$ cat src/design/rlpe_pkg.sv
// Package for the RGB LED pulse encoder: widths, register indexes and the
// constant-divide helpers used by the datapath.
// No dependencies.
package rlpe_pkg;

   localparam int BITS_PER_PIXEL = 24;
   localparam int CNT_W          = $clog2(BITS_PER_PIXEL);
   localparam int COLOR_W        = 8;
   localparam int PROD_W         = 2 * COLOR_W;
   localparam int DUTY_W         = 16;
   localparam int REPEAT_W       = 6;
   localparam int RESET_SLOTS    = 50;
   localparam int CSR_IDX_W      = 2;
   localparam int CSR_DATA_W     = 16;

   localparam logic [DUTY_W-1:0]  PERIOD_RESET     = DUTY_W'(90);
   localparam logic [COLOR_W-1:0] BRIGHTNESS_RESET = COLOR_W'(255);

   typedef enum logic [CSR_IDX_W-1:0] {
      CSR_TIMER_PERIOD = 2'd0,
      CSR_BRIGHTNESS   = 2'd1
   } csr_index_type;

   // x / 3 for a 17-bit x: multiply by ceil(2^18/3) and drop 18 bits.
   function automatic logic [DUTY_W-1:0] div3(input logic [DUTY_W:0] x);
      logic [2*DUTY_W+1:0] p;
      p = (2*DUTY_W+2)'(x) * (2*DUTY_W+2)'(87382);
      return p[DUTY_W+17:18];
   endfunction

   // x / 255 for a product of two bytes.
   function automatic logic [COLOR_W-1:0] div255(input logic [PROD_W-1:0] x);
      logic [PROD_W:0] s;
      s = (PROD_W+1)'(x) + (PROD_W+1)'(x[PROD_W-1:COLOR_W]) + (PROD_W+1)'(1);
      return s[PROD_W-1:COLOR_W];
   endfunction

endpackage

$ cat src/design/rgb_led_pulse_encoder_top.sv
// Top level of the RGB LED pulse encoder: brightness scaling, bit
// serializer and PWM duty word generation.
// Depends on rlpe_pkg.
//
// Usage:
//   Pixel channel: drive req_* and raise start; a pixel is taken at a clock
//   edge where start is high and busy is low.
//   Result channel: one duty word per cycle, marked by rsp_valid for one
//   cycle. The receiver cannot stall, so results are never held back.
//   Each pixel gives 24 beats, MSB of the first colour first; a pixel with
//   last_pixel set gives a 25th beat with duty 0 and repeat count 50 (the
//   latch gap). rsp_run_end marks the final beat of each pixel.
//   Path: with the serializer idle, an accepted pixel passes the product
//   register and then the shift register before its first beat is on the
//   result ports.
//   Throughput: the serializer emits one bit per cycle. A pixel is
//   buffered while the previous one drains, so beats run back to back.
//   Config port: csr_ready is always high; index 0 is timer_period,
//   index 1 is brightness, other indexes are ignored. Write only while idle.
//   Reset: synchronous; period 90, brightness 255, pipeline empty.
module rgb_led_pulse_encoder_top
   import rlpe_pkg::*;
(
   input  logic                  clock,
   input  logic                  reset,
   input  logic                  start,
   output logic                  busy,
   input  logic [COLOR_W-1:0]    req_first_color,
   input  logic [COLOR_W-1:0]    req_second_color,
   input  logic [COLOR_W-1:0]    req_third_color,
   input  logic                  req_last_pixel,
   output logic                  rsp_valid,
   output logic [DUTY_W-1:0]     rsp_duty_value,
   output logic [REPEAT_W-1:0]   rsp_repeat_count,
   output logic                  rsp_run_end,
   input  logic                  csr_valid,
   output logic                  csr_ready,
   input  logic [CSR_IDX_W-1:0]  csr_index,
   input  logic [CSR_DATA_W-1:0] csr_data
);

   localparam logic [CNT_W-1:0] LAST_BIT = CNT_W'(BITS_PER_PIXEL - 1);

   logic [DUTY_W-1:0]          period_ff, period_in;
   logic [COLOR_W-1:0]         bright_ff, bright_in;
   logic [DUTY_W-1:0]          duty_one_ff, duty_zero_ff;

   logic                       hold_valid_ff, hold_valid_in;
   logic                       hold_last_ff;
   logic [PROD_W-1:0]          prod0_ff, prod1_ff, prod2_ff;

   logic                       active_ff, active_in;
   logic                       gap_ff, gap_in;
   logic                       last_ff, last_in;
   logic [CNT_W-1:0]           cnt_ff, cnt_in;
   logic [BITS_PER_PIXEL-1:0]  shift_ff, shift_in;

   logic accept, done_beat, free, load;

   assign csr_ready = 1'b1;

   always_comb begin
      period_in = period_ff;
      bright_in = bright_ff;
      if (csr_valid && csr_ready) begin
         unique case (csr_index)
            CSR_TIMER_PERIOD: period_in = csr_data;
            CSR_BRIGHTNESS:   bright_in = csr_data[COLOR_W-1:0];
            default: ;
         endcase
      end
   end

   // Serializer control
   assign done_beat = active_ff && (gap_ff || (cnt_ff == LAST_BIT && !last_ff));
   assign free      = !active_ff || done_beat;
   assign load      = free && hold_valid_ff;
   assign busy      = hold_valid_ff && !free;
   assign accept    = start && !busy;

   always_comb begin
      hold_valid_in = hold_valid_ff;
      if (accept) begin
         hold_valid_in = 1'b1;
      end else if (load) begin
         hold_valid_in = 1'b0;
      end

      active_in = active_ff;
      gap_in    = gap_ff;
      last_in   = last_ff;
      cnt_in    = cnt_ff;
      shift_in  = shift_ff;
      if (load) begin
         active_in = 1'b1;
         gap_in    = 1'b0;
         last_in   = hold_last_ff;
         cnt_in    = '0;
         shift_in  = {div255(prod0_ff), div255(prod1_ff), div255(prod2_ff)};
      end else if (free) begin
         active_in = 1'b0;
      end else if (cnt_ff == LAST_BIT) begin
         // last data bit of a final pixel: emit the latch gap next
         gap_in = 1'b1;
      end else begin
         cnt_in   = cnt_ff + CNT_W'(1);
         shift_in = {shift_ff[BITS_PER_PIXEL-2:0], 1'b0};
      end
   end

   always_ff @(posedge clock) begin
      if (reset) begin
         period_ff     <= PERIOD_RESET;
         bright_ff     <= BRIGHTNESS_RESET;
         duty_one_ff   <= div3({PERIOD_RESET, 1'b0});
         duty_zero_ff  <= div3({1'b0, PERIOD_RESET});
         hold_valid_ff <= 1'b0;
         active_ff     <= 1'b0;
         gap_ff        <= 1'b0;
      end else begin
         period_ff     <= period_in;
         bright_ff     <= bright_in;
         duty_one_ff   <= div3({period_ff, 1'b0});
         duty_zero_ff  <= div3({1'b0, period_ff});
         hold_valid_ff <= hold_valid_in;
         active_ff     <= active_in;
         gap_ff        <= gap_in;
      end
   end

   always_ff @(posedge clock) begin
      if (accept) begin
         prod0_ff     <= PROD_W'(req_first_color) * PROD_W'(bright_ff);
         prod1_ff     <= PROD_W'(req_second_color) * PROD_W'(bright_ff);
         prod2_ff     <= PROD_W'(req_third_color) * PROD_W'(bright_ff);
         hold_last_ff <= req_last_pixel;
      end
      last_ff  <= last_in;
      cnt_ff   <= cnt_in;
      shift_ff <= shift_in;
   end

   always_comb begin
      rsp_valid = active_ff;
      if (gap_ff) begin
         rsp_duty_value   = '0;
         rsp_repeat_count = REPEAT_W'(RESET_SLOTS);
         rsp_run_end      = 1'b1;
      end else begin
         rsp_duty_value   = shift_ff[BITS_PER_PIXEL-1] ? duty_one_ff : duty_zero_ff;
         rsp_repeat_count = REPEAT_W'(1);
         rsp_run_end      = (cnt_ff == LAST_BIT) && !last_ff;
      end
   end

endmodule

$ cat config.mk
export PLATFORM = sky130hd
export DESIGN_NAME = rgb_led_pulse_encoder_top
export DESIGN_NICKNAME = d
export VERILOG_FILES = /design/src/design/rlpe_pkg.sv /design/src/design/rgb_led_pulse_encoder_top.sv
export SDC_FILE = /design/constraint.sdc
export NUM_CORES = 1
export LEC_CHECK = 0
export ABC_AREA = 1
export BUFFER_PORTS_ARGS = -buffer_cell sky130_fd_sc_hd__buf_2
export CAP_MARGIN = 10
export CORE_MARGIN = 5
export CORE_UTILIZATION = 48
export CTS_BUF_LIST = sky130_fd_sc_hd__clkbuf_4
export DETAILED_ROUTE_END_ITERATION = 10
export PLACE_DENSITY = 0.69
export SYNTH_ARGS = -nofsm -noshare
export SYNTH_HDL_FRONTEND = slang
export SYNTH_SLANG_ARGS = --single-unit
$ cat constraint.sdc
create_clock -name clock -period 4.5 [get_ports clock]
set_clock_uncertainty 0.05 [all_clocks]
set_input_delay 0.225 -clock clock [delete_from_list [all_inputs] [get_ports clock]]
set_output_delay 0.225 -clock clock [all_outputs]
set_load 0.05 [all_outputs]
==> flow_summary_export.csv <==
group,metric,value,unit
outcome,violations,"negative setup slack",
worst_setup_path,path_delay_family,"adder cells",
worst_hold_path,hold_class,"input pin to flip-flop",
layout,mostFrequentLayoutCell,"nand2_1",
worst_setup_path,slowest_stage,"fa_1",
outcome,outcome,"complete, but fails checks",
sta,min_period,4.607,ns
logic_synthesis,netlist_instances,2290,
sta,rsz0062_at_grt,"yes",
drt,wl_per_cell,14.24,um
pwr,power.leakage,0.01122,uW
clock_tree,htree_levels,4,
clock_tree,cts.clk_slew.worst_paths,0.12,ns
sta,final-max-slew-violation-count,0,
global_route,antenna_found_initial,1,
floorplan,rows,69,
worst_setup_path,cp_max_fo,4,
layout,final_util,0.5582,
sta,worstMarginPinSlew,1.036,ns
layout,layout-drive-gt1-share,0.1353,
drt,via_count,14450,
worst_setup_path,crit_arrival,5.03,ns
place,dp_hpwl,34.32,mm
logic_synthesis,ys_seq_area_frac,0.1831,
layout,layout_common_cells,"558 x nand2_1, 550 x inv_1, 236 x ha_1",
logic_synthesis,netlist-cell-type-count,40,
pwr,swShare,0.5193,
pwr,pwr-share-comb,0.776,
pwr,clock_power_share,0.060,
pwr,p_int,5990,uW
drt,viasPerCell,4.968,
floorplan,die_x,200.3,um
worst_setup_path,crit_required,4.92,ns
drt,drc,0,
flow_run,drv_cap,0,
sta,setup_violations,9,
clock_tree,cts.sink_count,122,
logic_synthesis,synth.avg_cell_area,7.592,sq um
global_route,grt_pass1_wl,71.24,mm
drt,finalWirelength,41.40,mm
drt,final_antenna_net_count,0,
global_route,grtUsageTotal,0.2099,
sta,fmax,217.0,MHz
floorplan,start_util,0.4876,
sta,setup_slack,-0.1073,ns
clock_tree,insertion_delay,0.55,ns
drt,drt_first_pass_iters,5,
logic_synthesis,ys_async_sr_fraction,0,
clock_tree,max-clock-path-buffers,2,
global_route,grt_start_max_net_pins,50,
logic_synthesis,synth-edff-count,74,
sta,finalCritPeriodShare,1.024,
worst_setup_path,end_kind,"flip-flop",
floorplan,ioPinCount,73,
worst_setup_path,cpPeakStageDelay,0.53,ns
clock_tree,numCtsBuffers,17,
layout,syn_to_final_growth,14.47,%
place,gp_congestion,0.9483,
sta,slew-limit-headroom,0.3075,
drt,drtIter0Drc,809,
logic_synthesis,ys_seq_elements,122,
place,dp_slack,-0.2080,ns
floorplan,die_area,0.04013,sq mm
floorplan,core_area,0.03566,sq mm
worst_setup_path,crit_chain,"buf_6 > ha_4 > xor2_2 > ha_1 > inv_2 > fa_1 > inv_1 > fa_1 > fa_1 > inv_2 > fa_1 > inv_2 > ha_4 > nand2_2 > nand2_2 > inv_2 > nor2_2 > nor2_2 > nor2_1 > nor2_1 > nand3_1 > nand2_1 > nand2_1 > nor2_1",
global_route,grt_pass1_vias,14920,
clock_tree,cts_tree,"done",
layout,final_nets,2924,
floorplan,fp.dieH,200.3,um
global_route,grt-ovfl-total,0,
logic_synthesis,synthFlopType,"edfxtp_1",
worst_setup_path,timing.setup.critical_path_class,"flip-flop to flip-flop",
pwr,powerDensity,626.1,mW/mm^2
pwr,switchingPower,6471,uW
pwr,seq_power_share,0.164,
place,io_buffers,69,
clock_tree,clockRootBuffer,"clkbuf_4",
worst_setup_path,critPathLaunchType,"flip-flop",
logic_synthesis,syn_area,0.01739,sq mm
logic_synthesis,ys_warn_count,0,
worst_setup_path,critPathBufInv,6,
pwr,vdd_drop_max,0.3615,mV
sta,final_hold_viol_count,0,
per-layer routing:
metal	track usage	wire length (um)	vias up
li1	-	-	7213
met1	0.2844	19010	6826
met2	0.3601	19760	349
met3	0.02830	1939	58
met4	0.04941	696	0
met5	0	0	-
path summary, 6_finish.rpt:
check	start	to	slack, ns	cells after the start
worst max-delay path	period_ff[2]	duty_one_ff[9]	-0.11	24
worst min-delay path	csr_valid	period_ff[3]	0.07	5
worst max register to register	period_ff[2]	duty_one_ff[9]	-0.11	24
worst min register to register	hold_last_ff	last_ff	0.39	0
synthesized netlist by cell type (3+ instances only):
| cell | instances | area, sq um |
|---|---|---|
| nand2_1 | 580 | 2177 |
| inv_1 | 565 | 2121 |
| ha_1 | 259 | 3241 |
| fa_1 | 185 | 3704 |
| nor2_1 | 152 | 570.6 |
| nand3_1 | 96 | 480.5 |
| a21oi_1 | 88 | 440.4 |
| edfxtp_1 | 74 | 2222 |
| o21ai_0 | 63 | 315.3 |
| dfxtp_1 | 48 | 960.9 |
| clkbuf_1 | 45 | 168.9 |
| xor2_1 | 33 | 289.0 |
| nor3_1 | 15 | 75.07 |
| xnor2_1 | 12 | 105.1 |
| o21bai_1 | 11 | 82.58 |
| clkbuf_2 | 10 | 50.05 |
| nand4_1 | 7 | 43.79 |
| buf_4 | 6 | 45.04 |
| a211oi_1 | 3 | 22.52 |
| a21o_1 | 3 | 22.52 |
| buf_2 | 3 | 15.01 |
| buf_6 | 3 | 33.78 |
| nand3b_1 | 3 | 22.52 |
| o211ai_1 | 3 | 22.52 |
| o21ai_2 | 3 | 26.28 |
tightest hold or removal path, cell delays in order:
cell	delay (ns)
buf_2	0.11
inv_1	0.06
nor3_2	0.08
nand2_1	0.07
nand3_1	0.07
sequential cells by signal, indices dropped and copies added, names as in the netlist:
register       count
gap_ff             1
rsp_valid          1
period_ff         16
hold_valid_ff      1
shift_ff          24
prod1_ff          16
hold_last_ff       1
bright_ff          8
last_ff            1
prod0_ff          16
prod2_ff          16
duty_one_ff       16
cnt_ff             5
logic make-up after synthesis:
kind of cell,synth area share
adder cells (fa/ha/maj),0.3994
AND/OR/NAND/NOR,0.1971
AO/OA/AOI/OAI,0.05642
buffers and inverters,0.1409
other,0.0004319
XOR/XNOR,0.02267
flip-flops,0.1831
final cells by class:
class / instances / area [sq um]
repair buffers: 191 / 1374
flip-flops and latches: 122 / 3232
clock buffers: 21 / 157.7
clock inverters: 11 / 98.84
well taps: 461 / 576.8
diodes: 1 / 2.502
multi-input cells: 1533 / 12330
fillers: 3291 / 15750
inverters: 568 / 2136
power groups by stage:
stage	registers, uW	clock network, uW	logic [uW]
after floorplan	1950	0	6200
after global placement	2060	0	8290
after detailed placement	2060	0	8510
after CTS	2040	786	8920
after global routing	2080	839	11000
final	2040	753	9670
repair_timing:
item / CTS / global route
hold endpoints to repair: 30 / 0
cloned: 0 / 0
hold buffers: 26 / 0
pin swaps: 1 / 41
setup endpoints to repair: 15 / 27
resized for setup: 44 / 118
buffers inserted: 1 / 7
through the flow:
step / cells / cell area, sq um / hold WS [ns] / setup TNS, ns / total power [uW]
floorplan: 2291 / 17390 / 0.2441 / 0 / 8151
global placement: 2843 / 18700 / 0.3569 / -1.739 / 10350
detailed placement: 2843 / 18700 / 0.3619 / -2.015 / 10570
CTS: 2902 / 19400 / 0.003445 / -0.01309 / 11750
global route: 2908 / 19900 / 0.02525 / -3.436 / 13960
finish: 2908 / 19900 / 0.06552 / -0.3991 / 12460
(Power assumes the default switching activity.)
